## config.mk

```make
export PLATFORM = sky130hd
export DESIGN_NAME = four_level_symbol_framer
export DESIGN_NICKNAME = d
export VERILOG_FILES = /design/src/rtl/fsfr_pkg.sv /design/src/rtl/fsfr_cmd_queue.sv /design/src/rtl/fsfr_front.sv /design/src/rtl/fsfr_back.sv /design/src/rtl/four_level_symbol_framer.sv
export VERILOG_INCLUDE_DIRS = /design/src /design/src/rtl
export SDC_FILE = /design/constraint.sdc
export NUM_CORES = 1
export LEC_CHECK = 0
export ABC_AREA = 1
export ABC_CLOCK_PERIOD_IN_PS = 8500
export BUFFER_PORTS_ARGS = -buffer_cell sky130_fd_sc_hd__buf_2
export CORE_ASPECT_RATIO = 0.75
export CORE_MARGIN = 2
export CORE_UTILIZATION = 45
export CTS_CLUSTER_DIAMETER = 80
export DETAILED_ROUTE_END_ITERATION = 12
export PLACE_DENSITY_LB_ADDON = 0.2
export SLEW_MARGIN = 20
export SYNTH_ARGS = -nofsm -noshare
export SYNTH_HDL_FRONTEND = slang
export SYNTH_SLANG_ARGS = --single-unit
```

## constraint.sdc

```tcl
create_clock -name clock -period 8.5 [get_ports clock]
set_input_delay 1.275 -clock clock [delete_from_list [all_inputs] [get_ports clock]]
set_output_delay 1.275 -clock clock [all_outputs]
set_load 0.02 [all_outputs]
```

## src/rtl/four_level_symbol_framer_assert.svh

```systemverilog
// Assertion macros used by the framer top level.
`ifndef FOUR_LEVEL_SYMBOL_FRAMER_ASSERT_SVH
`define FOUR_LEVEL_SYMBOL_FRAMER_ASSERT_SVH

// The consequent must hold in the same cycle as the antecedent.
`define FSFR_ASSERT_SAME(label, clk, rst, ante, cons, msg) \
   label: assert property (@(posedge clk) disable iff (rst) (ante) |-> (cons)) \
      else $error(msg);

// The consequent must hold in the cycle after the antecedent.
`define FSFR_ASSERT_NEXT(label, clk, rst, ante, cons, msg) \
   label: assert property (@(posedge clk) disable iff (rst) (ante) |=> (cons)) \
      else $error(msg);

`endif

```

## src/rtl/fsfr_pkg.sv

```systemverilog
`timescale 1ns / 1ps

package fsfr_pkg;

   // Sizes and defaults.
   localparam int unsigned FSFR_MAX_BYTES = 32;
   localparam int unsigned FSFR_CMD_DEPTH = 2;
   localparam int unsigned COUNT_W        = 6;
   localparam int unsigned CSR_ADDR_W     = 3;
   localparam int unsigned LEVEL_W        = 8;
   localparam int unsigned NUM_LEVELS     = 4;
   localparam int unsigned HDR_LEN        = 10;
   localparam int unsigned FTR_LEN        = 5;
   localparam int unsigned POS_W          = 4;

   // Positions in the symbol sequence of one command.
   localparam logic [POS_W-1:0] POS_BODY   = 4'd10;
   localparam logic [POS_W-1:0] POS_PARITY = 4'd14;
   localparam logic [POS_W-1:0] POS_IDLE   = 4'd15;

   // Configuration register indexes.
   localparam logic [CSR_ADDR_W-1:0] CSR_LEVEL_SYM0 = 3'd0;
   localparam logic [CSR_ADDR_W-1:0] CSR_LEVEL_SYM1 = 3'd1;
   localparam logic [CSR_ADDR_W-1:0] CSR_LEVEL_SYM2 = 3'd2;
   localparam logic [CSR_ADDR_W-1:0] CSR_LEVEL_SYM3 = 3'd3;

   typedef logic [NUM_LEVELS-1:0][LEVEL_W-1:0] levels_type;

   // Drive levels after reset, index 0 in the lowest byte.
   localparam levels_type LEVELS_RESET = {8'd255, 8'd170, 8'd85, 8'd0};

   // Fixed header and footer, element 0 sent first.
   localparam logic [HDR_LEN-1:0][1:0] HDR_SYMS =
      {2'd3, 2'd3, 2'd3, 2'd3, 2'd3, 2'd2, 2'd3, 2'd2, 2'd1, 2'd0};
   localparam logic [FTR_LEN-1:0][1:0] FTR_SYMS =
      {2'd2, 2'd0, 2'd0, 2'd0, 2'd0};

   typedef enum logic {
      OP_DATA = 1'b0,
      OP_END  = 1'b1
   } opcode_type;

   typedef struct packed {
      opcode_type  opcode;
      logic [7:0]  data_byte;
   } req_payload_type;

   typedef struct packed {
      logic [1:0]         symbol;
      logic [LEVEL_W-1:0] drive_level;
      logic               last_of_run;
   } rsp_payload_type;

   // Classified work handed from the front end to the symbol sequencer.
   typedef struct packed {
      opcode_type  opcode;
      logic        with_header;
      logic [7:0]  data_byte;
   } cmd_type;

   typedef struct packed {
      logic               in_message;
      logic [COUNT_W-1:0] byte_count;
   } front_status_type;

   // Symbol sent at a given position of a command.
   function automatic logic [1:0] frame_symbol(cmd_type cmd, logic [POS_W-1:0] pos);
      logic [POS_W-1:0] off;
      logic [1:0]       sym;
      off = pos - POS_BODY;
      if (pos < POS_BODY) begin
         sym = HDR_SYMS[pos];
      end else if (cmd.opcode == OP_DATA) begin
         case (off)
            4'd0:    sym = cmd.data_byte[7:6];
            4'd1:    sym = cmd.data_byte[5:4];
            4'd2:    sym = cmd.data_byte[3:2];
            4'd3:    sym = cmd.data_byte[1:0];
            default: sym = {1'b0, ^cmd.data_byte};
         endcase
      end else if (off < POS_W'(FTR_LEN)) begin
         sym = FTR_SYMS[off[2:0]];
      end else begin
         sym = 2'd0;
      end
      return sym;
   endfunction

   // True at the final position of a command.
   function automatic logic frame_last(cmd_type cmd, logic [POS_W-1:0] pos);
      return (cmd.opcode == OP_DATA) ? (pos == POS_PARITY) : (pos == POS_IDLE);
   endfunction

endpackage

```

## src/rtl/fsfr_cmd_queue.sv

```systemverilog
`timescale 1ns / 1ps

module fsfr_cmd_queue
   import fsfr_pkg::*;
#(
   parameter int unsigned DEPTH = FSFR_CMD_DEPTH
) (
   input  logic    clock,
   input  logic    reset,
   input  logic    push,
   input  cmd_type push_cmd,
   output logic    full,
   input  logic    pop,
   output cmd_type head,
   output logic    empty
);

   localparam int unsigned PTR_W = (DEPTH > 1) ? $clog2(DEPTH) : 1;
   localparam logic [PTR_W-1:0] LAST_PTR = PTR_W'(DEPTH - 1);
   localparam logic [PTR_W:0]   DEPTH_CNT = (PTR_W + 1)'(DEPTH);

   cmd_type          entries_ff [DEPTH];
   logic [PTR_W-1:0] wr_ptr_ff, wr_ptr_in;
   logic [PTR_W-1:0] rd_ptr_ff, rd_ptr_in;
   logic [PTR_W:0]   count_ff, count_in;
   logic             do_push, do_pop;

   assign full    = (count_ff == DEPTH_CNT);
   assign empty   = (count_ff == '0);
   assign head    = entries_ff[rd_ptr_ff];
   assign do_push = push && !full;
   assign do_pop  = pop && !empty;

   // Pointer and fill count updates.
   always_comb begin
      wr_ptr_in = wr_ptr_ff;
      rd_ptr_in = rd_ptr_ff;
      count_in  = count_ff;
      if (do_push) begin
         wr_ptr_in = (wr_ptr_ff == LAST_PTR) ? '0 : wr_ptr_ff + 1'b1;
      end
      if (do_pop) begin
         rd_ptr_in = (rd_ptr_ff == LAST_PTR) ? '0 : rd_ptr_ff + 1'b1;
      end
      if (do_push && !do_pop) begin
         count_in = count_ff + 1'b1;
      end else if (do_pop && !do_push) begin
         count_in = count_ff - 1'b1;
      end
   end

   always_ff @(posedge clock) begin
      if (reset) begin
         wr_ptr_ff <= '0;
         rd_ptr_ff <= '0;
         count_ff  <= '0;
      end else begin
         wr_ptr_ff <= wr_ptr_in;
         rd_ptr_ff <= rd_ptr_in;
         count_ff  <= count_in;
      end
   end

   // Entry storage needs no reset.
   always_ff @(posedge clock) begin
      if (do_push) begin
         entries_ff[wr_ptr_ff] <= push_cmd;
      end
   end

endmodule

```

## src/rtl/fsfr_front.sv

```systemverilog
`timescale 1ns / 1ps

module fsfr_front
   import fsfr_pkg::*;
#(
   parameter int unsigned MAX_BYTES = FSFR_MAX_BYTES
) (
   input  logic             clock,
   input  logic             reset,
   input  logic             req_push,
   output logic             req_full,
   input  req_payload_type  req_payload,
   input  logic             q_full,
   output logic             q_push,
   output cmd_type          q_cmd,
   output front_status_type status
);

   logic               in_message_ff, in_message_in;
   logic [COUNT_W-1:0] byte_count_ff, byte_count_in;
   logic               accept, dropped;

   assign req_full = q_full;
   assign accept   = req_push && !q_full;

   // A data byte past the message limit produces nothing.
   assign dropped = (req_payload.opcode == OP_DATA) &&
                    (byte_count_ff >= COUNT_W'(MAX_BYTES));

   assign q_push            = accept && !dropped;
   assign q_cmd.opcode      = req_payload.opcode;
   assign q_cmd.with_header = !in_message_ff;
   assign q_cmd.data_byte   = req_payload.data_byte;

   // Message state follows each accepted transaction.
   always_comb begin
      in_message_in = in_message_ff;
      byte_count_in = byte_count_ff;
      if (accept) begin
         if (req_payload.opcode == OP_END) begin
            in_message_in = 1'b0;
            byte_count_in = '0;
         end else if (!dropped) begin
            in_message_in = 1'b1;
            byte_count_in = byte_count_ff + 1'b1;
         end
      end
   end

   always_ff @(posedge clock) begin
      if (reset) begin
         in_message_ff <= 1'b0;
         byte_count_ff <= '0;
      end else begin
         in_message_ff <= in_message_in;
         byte_count_ff <= byte_count_in;
      end
   end

   assign status.in_message = in_message_ff;
   assign status.byte_count = byte_count_ff;

endmodule

```

## src/rtl/fsfr_back.sv

```systemverilog
`timescale 1ns / 1ps

module fsfr_back
   import fsfr_pkg::*;
(
   input  logic            clock,
   input  logic            reset,
   input  logic            q_empty,
   input  cmd_type         q_head,
   output logic            q_pop,
   input  levels_type      levels,
   output logic            rsp_empty,
   input  logic            rsp_pop,
   output rsp_payload_type rsp_payload
);

   logic             active_ff, active_in;
   logic [POS_W-1:0] pos_ff, pos_in;
   logic             rsp_valid_ff, rsp_valid_in;
   rsp_payload_type  rsp_payload_ff, rsp_payload_in;
   logic [POS_W-1:0] start_pos, cur_pos;
   logic [1:0]       sym;
   logic             last, advance;

   // Position of the symbol to send next for the command at the head.
   assign start_pos = q_head.with_header ? '0 : POS_BODY;
   assign cur_pos   = active_ff ? pos_ff : start_pos;
   assign sym       = frame_symbol(q_head, cur_pos);
   assign last      = frame_last(q_head, cur_pos);

   // One symbol moves into the output register whenever a command is queued and the register is free or drained.
   assign advance = !q_empty && (!rsp_valid_ff || rsp_pop);
   assign q_pop   = advance && last;

   always_comb begin
      active_in      = active_ff;
      pos_in         = pos_ff;
      rsp_valid_in   = rsp_valid_ff && !rsp_pop;
      rsp_payload_in = rsp_payload_ff;
      if (advance) begin
         active_in                  = !last;
         pos_in                     = cur_pos + 1'b1;
         rsp_valid_in               = 1'b1;
         rsp_payload_in.symbol      = sym;
         rsp_payload_in.drive_level = levels[sym];
         rsp_payload_in.last_of_run = last;
      end
   end

   always_ff @(posedge clock) begin
      if (reset) begin
         active_ff    <= 1'b0;
         pos_ff       <= '0;
         rsp_valid_ff <= 1'b0;
      end else begin
         active_ff    <= active_in;
         pos_ff       <= pos_in;
         rsp_valid_ff <= rsp_valid_in;
      end
   end

   always_ff @(posedge clock) begin
      rsp_payload_ff <= rsp_payload_in;
   end

   assign rsp_empty   = !rsp_valid_ff;
   assign rsp_payload = rsp_payload_ff;

endmodule

```

## src/rtl/four_level_symbol_framer.sv

```systemverilog
// Four-level symbol framer. Push message bytes (opcode data) and an end
// transaction (opcode end); pop symbols with their configured drive levels.
// The first transaction of a message is preceded by a ten-symbol header; each
// byte gives four symbols, most significant pair first, and an even-parity
// symbol; an end gives a five-symbol footer and one idle symbol. Bytes beyond
// MAX_BYTES in one message are dropped silently. The sequencer sends one
// symbol per cycle while the output register is free or drained; a byte gives
// 5 symbols (15 with the header) and an end 6 (16 with the header). A command
// queue of CMD_DEPTH entries lets bytes be taken while earlier ones are still
// being sent. Drive levels are written through the csr port at indexes 0 to 3
// and should only change while no transaction is in flight.
`timescale 1ns / 1ps

`include "four_level_symbol_framer_assert.svh"

module four_level_symbol_framer
   import fsfr_pkg::*;
#(
   parameter int unsigned MAX_BYTES = FSFR_MAX_BYTES,
   parameter int unsigned CMD_DEPTH = FSFR_CMD_DEPTH
) (
   input  logic                  clock,
   input  logic                  reset,
   input  logic                  req_push,
   output logic                  req_full,
   input  req_payload_type       req_payload,
   output logic                  rsp_empty,
   input  logic                  rsp_pop,
   output rsp_payload_type       rsp_payload,
   input  logic                  csr_we,
   input  logic [CSR_ADDR_W-1:0] csr_addr,
   input  logic [LEVEL_W-1:0]    csr_wdata
);

   levels_type       levels_ff, levels_in;
   front_status_type status;
   logic             q_full, q_push, q_empty, q_pop;
   cmd_type          q_cmd, q_head;

   // Drive level registers; writes to unused indexes are ignored.
   always_comb begin
      levels_in = levels_ff;
      if (csr_we) begin
         unique case (csr_addr)
            CSR_LEVEL_SYM0: levels_in[0] = csr_wdata;
            CSR_LEVEL_SYM1: levels_in[1] = csr_wdata;
            CSR_LEVEL_SYM2: levels_in[2] = csr_wdata;
            CSR_LEVEL_SYM3: levels_in[3] = csr_wdata;
            default:        levels_in    = levels_ff;
         endcase
      end
   end

   always_ff @(posedge clock) begin
      if (reset) begin
         levels_ff <= LEVELS_RESET;
      end else begin
         levels_ff <= levels_in;
      end
   end

   // Front end: message state and classification.
   fsfr_front #(
      .MAX_BYTES (MAX_BYTES)
   ) u_front (
      .clock       (clock),
      .reset       (reset),
      .req_push    (req_push),
      .req_full    (req_full),
      .req_payload (req_payload),
      .q_full      (q_full),
      .q_push      (q_push),
      .q_cmd       (q_cmd),
      .status      (status)
   );

   // Command queue between the two halves.
   fsfr_cmd_queue #(
      .DEPTH (CMD_DEPTH)
   ) u_queue (
      .clock    (clock),
      .reset    (reset),
      .push     (q_push),
      .push_cmd (q_cmd),
      .full     (q_full),
      .pop      (q_pop),
      .head     (q_head),
      .empty    (q_empty)
   );

   // Back end: symbol sequencer and output register.
   fsfr_back u_back (
      .clock       (clock),
      .reset       (reset),
      .q_empty     (q_empty),
      .q_head      (q_head),
      .q_pop       (q_pop),
      .levels      (levels_ff),
      .rsp_empty   (rsp_empty),
      .rsp_pop     (rsp_pop),
      .rsp_payload (rsp_payload)
   );

   // The last symbol of a run is either parity or idle, never above one.
   `FSFR_ASSERT_SAME(a_last_symbol_low, clock, reset, !rsp_empty && rsp_payload.last_of_run, rsp_payload.symbol[1] == 1'b0, "last symbol of a run above one")

   // The byte count never passes the message limit.
   `FSFR_ASSERT_SAME(a_count_limit, clock, reset, 1'b1, status.byte_count <= COUNT_W'(MAX_BYTES), "byte count beyond limit")

   // Outside a message no bytes are counted.
   `FSFR_ASSERT_SAME(a_idle_count_zero, clock, reset, !status.in_message, status.byte_count == '0, "bytes counted outside a message")

   // An accepted end transaction closes the message.
   `FSFR_ASSERT_NEXT(a_end_closes, clock, reset, req_push && !req_full && req_payload.opcode == OP_END, !status.in_message, "message still open after end")

endmodule

```

[Word level (Yosys, flattened, before mapping)]
Memory sizes are Yosys's and may differ from the RTL's. A register that Yosys moved wholly into a read port is not among the register bits.
Cells that the tools add are included.
Word-level totals
  word-level logic and storage cells: 96
  bits in writable memories: 20
  ROM bits: 48
  latch bits: 0
  output and inout port bits: 13
  flip-flop bits (word level): 60
  memories kept: 3
  input bits: 25
Operators by class
  shift operators: 0
  reductions and logical operators: 30
  multiplexer cells: 24
  bitwise operators: 1
  equal/unequal tests: 10
  $add $sub $neg: 7
  multiply operators: 0
  divide/modulo/power cells: 0
  magnitude comparators: 6
Memory list
  (no name shown): depth 16, bits a word 2, read ports 1, clocked after Yosys merged registers in 0, wr ports 0, line fsfr_pkg.sv:72  | sym = HDR_SYMS[pos];
  u_queue.entries_ff: depth 2, bits a word 10, read ports 1, clocked after Yosys merged registers in 1, wr ports 1, line fsfr_cmd_queue.sv:22  | cmd_type entries_ff [DEPTH];
  (no name shown): depth 8, bits a word 2, read ports 1, clocked after Yosys merged registers in 0, wr ports 0, line fsfr_pkg.sv:82  | sym = FTR_SYMS[off[2:0]];
Operators by type and width (number)
  $bmux 8 s2: 1
  $mux 2: 7
  $mux 6: 2
  $logic_and 1x1->1: 10
  $mux 1: 10
  $reduce_and 2->1: 5
  $logic_not 1->1: 9
  $eq 4x2->1 const B: 2
  $eq 4x4->1 const B: 2
  $mux 4: 2
  $mux 8: 1
  $pmux 2 s4: 1
  $reduce_xor 8->1: 1
  $add 6x1->6 const B: 1
  $eq 3x2->1 const B: 2
  $ge 6x6->1 const B: 1
  $lt 4x5->1 const B: 1
  $add 4x1->4 const B: 1
  $eq 4x1->1 const B: 1
  $logic_not 4->1: 1
  $lt 3x4->1 const B: 1
  $lt 4x3->1 const B: 1
  $lt 4x4->1 const B: 1
  $sub 4x4->4 const B: 1
  other kinds (12): 13

[Logic depth before layout (Yosys ltp)]
Gate-level depths: netlist of run 1.
  depth after elaboration: 10
  depth in mapped cells: 21
  gate-level depth less buffers: 19

[Hierarchy]
From an unflattened synthesis of run 1, not the netlist that was laid out.
Unflattened totals
  cells, all modules: 557
  area, all modules: 4269.1 µm²
Modules (own cells, without submodules)
  fsfr_back: sequential area each 450.4 µm², area an instance 1584.0 µm², cells an instance 248, times used 1
  four_level_symbol_framer: sequential area each 640.6 µm², area an instance 1266.2 µm², cells an instance 177, times used 1
  fsfr_cmd_queue: sequential area each 700.7 µm², area an instance 970.9 µm², cells an instance 68, times used 1
  fsfr_front: sequential area each 140.1 µm², area an instance 447.9 µm², cells an instance 64, times used 1

[Worst setup path after synthesis of run 1]
OpenSTA, ideal clock, no wires.
  path type: input -> register
  from: in rsp_pop
  to: reg u_queue.count_ff[1]
  buffers on the path: 0
  stages on the path: 9
  setup time: 0.122 ns
  data required time: 8.378 ns
  setup slack: 5.387 ns
  arrival: 2.991 ns
  cells stage by stage: or2_2 > o21ai_0 > clkinv_1 > nand2_1 > ha_1 > a21oi_1 > o21ai_0 > o21ai_0 > a21oi_1
On the way
  cells in the longest elaborated chain, start to end: 7
Ends and longest elaborated chain
  start: declaration: line four_level_symbol_framer.sv:28  | input logic rsp_pop,
  $logic_or 1x1->1 *: line fsfr_back.sv:32  | assign advance = !q_empty && (!rsp_valid_ff || rsp_pop);
  $logic_and 1x1->1 *: line fsfr_back.sv:32
  named net u_back.advance: line fsfr_back.sv:23  | logic last, advance;
  $logic_and 1x1->1 *: line fsfr_back.sv:33  | assign q_pop = advance && last;
  $logic_and 1x1->1 *: line fsfr_cmd_queue.sv:32  | assign do_pop = pop && !empty;
  $logic_not 1->1: line fsfr_cmd_queue.sv:45  | if (do_push && !do_pop) begin
  $logic_and 1x1->1: line fsfr_cmd_queue.sv:45
  $mux 2 / $reduce_bool 2->1 (equally long branches)
  end signal: assignment: line fsfr_cmd_queue.sv:60  | count_ff <= count_in;
  end: declaration: line fsfr_cmd_queue.sv:25  | logic [PTR_W:0] count_ff, count_in;
Mark *: on every way through the listed nets, which the timed path passes. The rest lies on a longest branch.
A chain may end at the register's enable or synchronous reset.

==> results.txt, run 1 <==
hold-critical path depth - 2
DRT Pass-1 Iters - 4
Seq/Total Area, Yosys - 48.4%
Final min period - 3.43 ns
Setup Slack @ Placement - 4.80 ns
Final Util - 52.7%
#FFs+latches synth - 81
reg2reg path depth - 18
Setup TNS - 0 ns
Synth warnings - 0
post-synthesis cell type count - 35
layout cells sized above 1 - 13.3%
via count - 3,269
vias in the first global route - 3,046
FP Rows - 29
max_cap viols - 0
Post-CTS Setup Bufs - 0
leak pwr - 2.14 nW
ANT cells - 0
Clk Latency, worst-skew pair - 0.34 ns
Mean Syn Cell Area - 7.83 um2
Routed Antenna Nets - 0
Final setup viols - 0
hold buffer count at CTS - 0
P per Cell Area - 255 nW/um2
Die ar. - 9650 um2
Die Wd - 113 um
core footprint - 8530 um2
synth-to-layout area growth - 12.5%
initial antenna violation count - 0
Post-Route WL - 8490 um
status - complete, no violations
CP Max Fanout - 19
Arr. time, crit path - 3.63 ns
deepest clock path buffer count - 2
Tightest Pin Transition - 1.02 ns
first-pass GRT wire length - 14,400 um
clk sink count - 81
number of remaining DRC errors - 0
Fmax achieved - 291 MHz
dpl cell area - 4230 um2
Required @ worst endpoint - 8.70 ns
final setup margin - 5.07 ns
cell area after synthesis - 3990 um2
Inst Count DP - 642
final worst path period share - 40.4%
GRT Resource Usage Total - 18.7%
Num CTS Buffers - 9
worst setup path category - reg2reg
Final Hold Vio Count - 0
RSZ-0062 raised after global routing - no
Slew HR - 31.7%
post-detail-place hpwl - 5950 um
initial drt markers - 137
HP Start - levels_ff[2]
largest net degree at the start of global routing - 33
Setup Skew - 0.00568 ns
GR Overflow Total - 0
CTS tree - built
post-layout instance area - 4490 um2
I/O Buffers - 37
Slew Limit Fails - 0
routability cong. - 0.835
CTS root buffer - clkbuf_16
nets - 581
CTS resizes - 0
WL per Instance - 12.9 um
CTS clock-pin slew for the worst setup and hold paths - 0.06 ns
IO Count - 38
startpoint class of the critical path - flip-flop
Initial Util - 46.8%
total number of H-tree levels - 3
Post-Layout Cell Count - 658
vias per inst - 4.97
Die Y - 85.6 um
Max IR drop VDD - 0.000151 V
Post-Syn Nets - 546
crit path capture type - flip-flop
HP Class - reg2reg
cells after synthesis - 510
[cells in the mapped netlist, drive strengths merged]
master	count	area (um2)
a211oi	1	7.51
a21boi	1	11.3
a21oi	36	180
a31oi	1	6.26
a41oi	1	8.76
buf	6	60.1
clkbuf	7	26.3
clkinv	1	3.75
dfxtp	50	1000
edfxtp	31	931
ha	11	138
inv	85	322
nand2	150	593
nand3	41	210
nor2	25	93.8
nor3	1	5.00
nor4	1	21.3
o2111ai	1	8.76
o211ai	10	80.1
o21ai	41	216
o21bai	1	7.51
or2	3	18.8
xor2	5	43.8
[power by group]
part	switching [mW]	internal, mW
combinational	0.223	0.0925
clock	0.151	0.195
sequential	0.0169	0.465
[through the flow]
step	hold WS [ns]	power, mW
6_report	0.451	1.14
4_1_cts	0.453	1.16
5_1_grt	0.467	1.22
3_3_place_gp	0.442	0.798
3_5_place_dp	0.444	0.805
2_1_floorplan	0.430	0.725
[metal layers]
| layer | global-route usage [%] | vias up | routed length [um] |
|---|---|---|---|
| met5 | 0 | - | 0 |
| met4 | 6.98 | 0 | 123 |
| met3 | 4.88 | 11 | 394 |
| met2 | 28.1 | 62 | 3680 |
| met1 | 26.2 | 1492 | 4290 |
| li1 | - | 1704 | - |
[layout make-up]
class | count | area (um2)
clock inverter | 6 | 35.0
clock buffer | 10 | 229
multi-input combinational | 330 | 1650
tap | 108 | 135
timing repair buffer | 37 | 185
fill | 806 | 4040
sequential | 81 | 1930
inverter | 86 | 325
[sequential cells by signal, summed over array words and instances, names as in the netlist, 2 cells and up, named ones only]
name	count
u_queue.entries_ff	20
levels_ff	32
u_front.byte_count_ff	6
u_queue.count_ff	2
u_back.rsp_payload	11
u_back.pos_ff	4
[critical path: stages (launching register included)]
cell and delay [ns]:
dfxtp_1 0.74, inv_4 0.20, o21ai_2 0.22, nand2_1 0.19, ha_1 0.24, ha_1 0.28
inv_1 0.07, nand2_1 0.10, nor2_1 0.15, nand2_1 0.08, o21ai_1 0.08, nor2_1 0.06
a21boi_2 0.13, nand2_2 0.08, nand2_4 0.18, nand2_4 0.18, nand2_1 0.12, nand3_1 0.07
nand2_1 0.11
[layout by cell type (no fill, tap or decap), drive strengths merged]
master	netlist	layout
o21ai	41	41
a41oi	1	1
a21oi	36	36
a21boi	1	1
nand3	41	41
buf	6	37
inv	85	85
edfxtp	31	31
clkinvlp	0	1
xor2	5	5
dfxtp	50	50
ha	11	11
clkbuf	7	10
clkinv	1	6
nand2	150	150
o21bai	1	1
a31oi	1	1
o2111ai	1	1
a211oi	1	1
o211ai	10	10
nor3	1	1
or2	3	3
nor4	1	1
nor2	25	25
[cell families after synthesis]
family	after synthesis	synth area share [%]
flops	81	48.4
fa+ha+maj	11	3.45
buf+inv	99	10.3
xor+xnor	5	1.10
compound gates	93	13.2
simple gates	221	23.6
[worst paths after layout]
path,to,slack [ns]
max,u_back.rsp_payload[2],5.07
min,levels_ff[2],0.45
max reg2reg,u_back.rsp_payload[2],5.07
min reg2reg,levels_ff[2],0.45
(Power assumes the default switching activity.)
==> run 2: changes to the inputs <==
- ABC_AREA: 1 -> 0
- ABC_CLOCK_PERIOD_IN_PS: 8500 -> 2900
- clock period: 8.5 -> 2.9 ns (I/O delays scaled with it)
==> run 2 against run 1 <==
Design area fell by 1.2%; worst hold slack got worse by 0.16 ns; power rose to 2.7 times the previous value; sequential power rose to 2.9 times the previous value; core utilization rose by 0.49 points; flip-flop and latch count did not move; sequential share of layout area rose by 0.59 points; largest cell class unchanged; largest power group unchanged.
==> results.txt, run 2 <==
DRT Pass-1 Iters - 5 (+1)
Post-Syn Nets - 400 (-27%)
Overall Power - 3.12 mW (+170%)
CTS clock-pin slew for the worst setup and hold paths - 0.06 ns (about the same)
WP buf/inv - 2 (unchanged)
via count - 2,665 (-18%)
leak pwr - 1.71 nW (-20%)
Top delay family on crit path - adder cells
Seq/Total Area, Yosys - 50.7% (+2.3 points)
Mean Syn Cell Area - 10.5 um2 (+34%)
crit-path max cell delay - 0.44 ns (-0.30 ns)
ys async rst share - 0% (unchanged)
Setup TNS - 0 ns (unchanged)
core footprint - 8350 um2 (-2.1%)
P per Cell Area - 704 nW/um2 (+180%)
Synth top cells by count - 56 x nand2_1, 50 x dfxtp_1, 43 x mux2i_1, 31 x edfxtp_1, 25 x nor2_1
layout cells sized above 1 - 19.2% (+5.9 points)
Routed Antenna Nets - 0 (unchanged)
HP Class - in2reg
share of the synthesized area in the top cell type - 26.2% (+1.2 points)
most common cell in the netlist - nand2_1
CP dominant cell by count - mux2i_1
initial antenna violation count - 0 (unchanged)
ANT cells - 0 (unchanged)
Crit-path slowest cell - dfxtp_1
routability cong. - 0.792 (-5.1%)
clk sink count - 81 (unchanged)
total number of H-tree levels - 3 (unchanged)
Num CTS Buffers - 9 (unchanged)
Final Util - 53.2% (+0.49 points)
I/O Buffers - 37 (unchanged)
crit path capture type - flip-flop
Final min period - 2.71 ns (-0.721 ns)
Reg with most FFs - levels_ff
post-detail-place hpwl - 5070 um (-15%)
EDFF count, synth - 31 (unchanged)
Final setup viols - 0 (unchanged)
cell area after synthesis - 3810 um2 (-4.5%)
vias per inst - 5.13 (+3.2%)
Synth area leader - dfxtp_1
initial drt markers - 109 (-20%)
Required @ worst endpoint - 2.98 ns (-5.72 ns)
cells after synthesis - 364 (-29%)
Arr. time, crit path - 2.79 ns (-0.84 ns)
Initial Util - 45.7% (-1.1 points)
Largest register FFs - 32 (unchanged)
Post-Layout Cell Count - 520 (-21%)
number of remaining DRC errors - 0 (unchanged)
startpoint class of the critical path - flip-flop
Post-Route WL - 7270 um (-14%)
hold buffer count at CTS - 0 (unchanged)
CP Max Fanout - 17 (-2)
CTS root buffer - clkbuf_16
CTS tree - built
Clk Latency, worst-skew pair - 0.33 ns (about the same)
post-synthesis cell type count - 45 (+29%)
FP Rows - 29 (unchanged)
GR Overflow Total - 0 (unchanged)
Max IR drop VDD - 0.000440 V (+190%)
worst setup path category - reg2reg
deepest clock path buffer count - 2 (unchanged)
RSZ-0062 raised after global routing - no
Inst Count DP - 504 (-21%)
Post-CTS Setup Bufs - 0 (unchanged)
GRT Resource Usage Total - 17.1% (-1.7 points)
first-pass GRT wire length - 12,100 um (-16%)
Tightest Pin Transition - 0.828 ns (-0.193 ns)
Die Wd - 110 um (-2.2%)
max_cap viols - 0 (unchanged)
Die Y - 83.7 um (-2.2%)
ranking of synthesized cells by area - dfxtp_1 26%, edfxtp_1 24%, mux2i_1 11%, nand2_1 5.5%, ha_1 3.6%
Die ar. - 9230 um2 (-4.3%)
Slew HR - 44.8% (+13 points)
Fmax achieved - 369 MHz (+27%)
Final Hold Vio Count - 0 (unchanged)
Slew Limit Fails - 0 (unchanged)
IO Count - 38 (unchanged)
final worst path period share - 93.5% (+53 points)
most common cell after layout, fill and taps aside - nand2_1
largest net degree at the start of global routing - 51 (+55%)
vias in the first global route - 2,553 (-16%)
synth-to-layout area growth - 16.3%
#FFs+latches synth - 81 (unchanged)
Primary FF master, synth - dfxtp_1
cells along the critical path - and2_2 -> inv_1 -> ha_1 -> ha_2 -> nand3b_1 -> o22ai_1 -> o21ai_1 -> a21oi_4 -> buf_12 -> mux2i_1 -> mux2i_1
Setup Skew - 0.00981 ns (+0.00413 ns)
most frequent cells in the layout - 56 x nand2_1, 48 x dfxtp_1, 42 x mux2i_1
Setup Slack @ Placement - 0.113 ns (-4.69 ns)
WL per Instance - 14.0 um (+8.4%)
Synth warnings - 0 (unchanged)
final setup margin - 0.188 ns (-4.88 ns)
status - complete, no violations
nets - 443 (-24%)
-- run 2: changes by cell type in the layout (fill, tap and decap cells not counted), sizes merged, moves of 7 or more --
cell / delta
nand3: -36
buf: +11
nand2: -94
o21ai: -32
nand3b: +16
o211ai: -7
xnor2: +7
inv: -68
a21oi: -13
mux2i: +46
-- run 2: repair_timing --
action | 4_1_cts | 5_1_grt
endpoints found under the setup margin | 0 | 8
gates resized for setup | 0 | 7
hold endpoints to repair | 0 | 0
-- run 2: final timing paths --
path,from,to,slack (ns),depth (start not counted)
max,u_back.pos_ff[2],u_back.rsp_payload[5],0.19,11
min,req_payload[2],u_queue.entries_ff[0][2],0.29,1
max reg2reg,u_back.pos_ff[2],u_back.rsp_payload[5],0.19,11
min reg2reg,levels_ff[0],levels_ff[0],0.45,2
-- run 2: metrics by stage --
stage | instance area (um2) | hold WS [ns]
finish | 4440 | 0.289
global route | 4440 | 0.281
CTS | 4410 | 0.272
detailed placement | 4130 | 0.447
global placement | 4130 | 0.441
floorplan | 3820 | 0.436
-- run 2: worst register-to-register path, cell delays in order, from the launching register on --
cell and delay (ns):
dfxtp_1 0.44, and2_2 0.24, inv_1 0.05, ha_1 0.20, ha_2 0.33, nand3b_1 0.20
o22ai_1 0.18, o21ai_1 0.13, a21oi_4 0.18, buf_12 0.19, mux2i_1 0.23, mux2i_1 0.09
-- run 2: cells by family after synthesis --
group           count (synthesis)  share of synthesized area (%)
simple gates                  130                           17.0
flops                          81                           50.7
compound gates                 49                           7.91
mux                            46                           12.8
buf+inv                        30                           4.07
xor+xnor                       17                           3.90
fa+ha+maj                      11                           3.61
-- run 2: report_power, final --
group	switching, mW	leakage (nW)	internal, mW	total, mW
sequential	0.0583	0.700	1.32	1.38
clock	0.461	0.137	0.587	1.05
combinational	0.390	0.877	0.307	0.697
-- run 2: layout make-up --
type                            instances  area [um2]
Inverter                               14        52.6
Clock inverter                          7        53.8
Multi-Input combinational cell        253        1760
Sequential cell                        81        1930
Fill cell                             751        3910
Timing Repair Buffer                   48         280
Tap cell                              108         135
Clock buffer                            9         225
-- run 2: per-layer routing --
| metal | vias up | wire length, um | global-route usage [%] |
|---|---|---|---|
| met2 | 57 | 3330 | 24.6 |
| met5 | - | 0 | 0 |
| met4 | 0 | 53 | 4.77 |
| li1 | 1355 | - | - |
| met3 | 6 | 441 | 5.07 |
| met1 | 1247 | 3450 | 24.8 |
==> run 3: changes to the inputs <==
- ABC_AREA: 0 -> 1
- CTS_CLUSTER_SIZE: default -> 20
==> run 3 against run 2 <==
Clock skew down 0.0041 ns; critical path depth up 6; worst setup slack better by 0.089 ns; power up 15%; combinational power up 40%; highest routed layer unchanged.
==> results.txt, run 3 (synthesis results as in run 1) <==
status - complete, no violations
CTS tree - built
max_cap viols - 0 (unchanged)
Final Hold Vio Count - 0 (unchanged)
Setup Slack @ Placement - 0.171 ns (+0.0578 ns)
Fmax achieved - 381 MHz (+3.4%)
routability cong. - 0.823 (+4.0%)
DRT Pass-1 Iters - 5 (unchanged)
post-detail-place hpwl - 6230 um (+23%)
nets - 591 (+33%)
Final setup viols - 0 (unchanged)
Clk Latency, worst-skew pair - 0.33 ns (about the same)
WL per Instance - 12.9 um (-8.1%)
Num CTS Buffers - 9 (unchanged)
P per Cell Area - 769 nW/um2 (+9.2%)
Initial Util - 46.8% (+1.1 points)
Post-Route WL - 8580 um (+18%)
IO Count - 38 (unchanged)
final setup margin - 0.277 ns (+0.0888 ns)
GR Overflow Total - 0 (unchanged)
Die Wd - 113 um (+2.2%)
Required @ worst endpoint - 2.98 ns (about the same)
HP Class - in2reg
CP Max Fanout - 17 (unchanged)
Die Y - 85.6 um (+2.2%)
vias per inst - 4.91 (-4.1%)
CTS resizes - 0 (unchanged)
Die ar. - 9650 um2 (+4.5%)
FP Rows - 29 (unchanged)
clk sink count - 81 (unchanged)
hold buffer count at CTS - 0 (unchanged)
Setup Skew - 0.00575 ns (-0.00405 ns)
final worst path period share - 90.4% (-3.1 points)
Post-CTS Setup Bufs - 0 (unchanged)
Routed Antenna Nets - 0 (unchanged)
number of remaining DRC errors - 0 (unchanged)
Largest register FFs - 32 (unchanged)
post-layout instance area - 4650 um2 (+4.9%)
most frequent cells in the layout - 141 x nand2_1, 80 x inv_1, 49 x dfxtp_1
Setup TNS - 0 ns (unchanged)
crit path capture type - flip-flop
Reg with most FFs - levels_ff
via count - 3,282 (+23%)
RSZ-0062 raised after global routing - no
ANT cells - 0 (unchanged)
leak pwr - 2.22 nW (+29%)
Slew Limit Fails - 0 (unchanged)
synth-to-layout area growth - 16.5%
Final min period - 2.62 ns (-0.0888 ns)
core footprint - 8530 um2 (+2.2%)
total number of H-tree levels - 3 (unchanged)
largest net degree at the start of global routing - 21 (-59%)
Arr. time, crit path - 2.71 ns (-0.08 ns)
Tightest Pin Transition - 0.622 ns (-0.206 ns)
most common cell after layout, fill and taps aside - nand2_1
I/O Buffers - 37 (unchanged)
dpl cell area - 4300 um2 (+4.2%)
deepest clock path buffer count - 2 (unchanged)
startpoint class of the critical path - flip-flop
vias in the first global route - 3,171 (+24%)
CTS root buffer - clkbuf_16
Slew HR - 58.4% (+14 points)
reg2reg setup slack - 0.28 ns (+0.09 ns)
first-pass GRT wire length - 14,600 um (+21%)
CTS clock-pin slew for the worst setup and hold paths - 0.06 ns (about the same)
GRT Resource Usage Total - 18.9% (+1.8 points)
initial drt markers - 137 (+26%)
worst setup path category - reg2reg
Max IR drop VDD - 0.000387 V (-12%)
layout cells sized above 1 - 15.5% (-3.6 points)
initial antenna violation count - 0 (unchanged)
## run 3: cell count changes in the layout (fill, tap and decap cells not counted), sizes merged, moves of 5 or more
cell	change
a21oi	+13
nor2b	-6
o21ai	+32
inv	+68
xor2	-5
o211ai	+7
nand2	+94
nand3b	-16
nor3	-5
xnor2	-7
nand3	+36
mux2i	-46
## run 3: power by group
group	switching [mW]	internal, mW	total (mW)
Sequential	0.0510	1.36	1.41
Clock	0.443	0.745	1.19
Combinational	0.668	0.310	0.978
## run 3: through the flow
step                      hold WS (ns)  utilization, %  total power [mW]  cells
after floorplan                  0.430               -              2.12    510
after global placement           0.438            50.5              2.34    652
after detailed placement         0.445            50.5              2.38    652
after CTS                        0.281            54.2              3.57    668
after global routing             0.278            54.6              3.79    668
final                            0.289            54.6              3.58    668
## run 3: final timing paths
| check | startpoint | end | cells after the start |
|---|---|---|---|
| worst max-delay path | u_back.active_ff | u_back.rsp_payload[4] | 17 |
| worst min-delay path | req_payload[5] | u_queue.entries_ff[0][5] | 1 |
| worst max register to register | u_back.active_ff | u_back.rsp_payload[4] | 17 |
| worst min register to register | levels_ff[22] | levels_ff[22] | 2 |
## run 3: area by class of cell
| class | count | area (um2) |
|---|---|---|
| clock buffer | 13 | 272 |
| sequential | 81 | 1930 |
| tap | 108 | 135 |
| inverter | 86 | 328 |
| fill | 789 | 3870 |
| timing repair buffer | 47 | 260 |
| clock inverter | 3 | 46.3 |
| multi-input combinational | 330 | 1680 |
## run 3: routing by layer
layer | share of wire [%] | vias up | track usage (%) | wire (um)
met5 | 0 | - | 0 | 0
met4 | 1.3 | 0 | 6.21 | 111
met3 | 4.4 | 14 | 4.31 | 377
met2 | 43 | 68 | 29.1 | 3710
met1 | 51 | 1473 | 26.4 | 4390
li1 | - | 1727 | - | -
## run 3: critical path: stages, from the launching register on
cell and delay [ns]:
dfxtp_2 0.35, inv_1 0.06, or2_2 0.28, nand2_1 0.11, inv_1 0.10, ha_1 0.33, nand2_2 0.14, inv_1 0.05
nand2_1 0.07, o21ai_1 0.07, nor2_1 0.14, a21boi_2 0.07, nand2_2 0.12, nand2_8 0.12, nand2_8 0.14, nand2_1 0.08
nand3_1 0.08, nand2_1 0.06
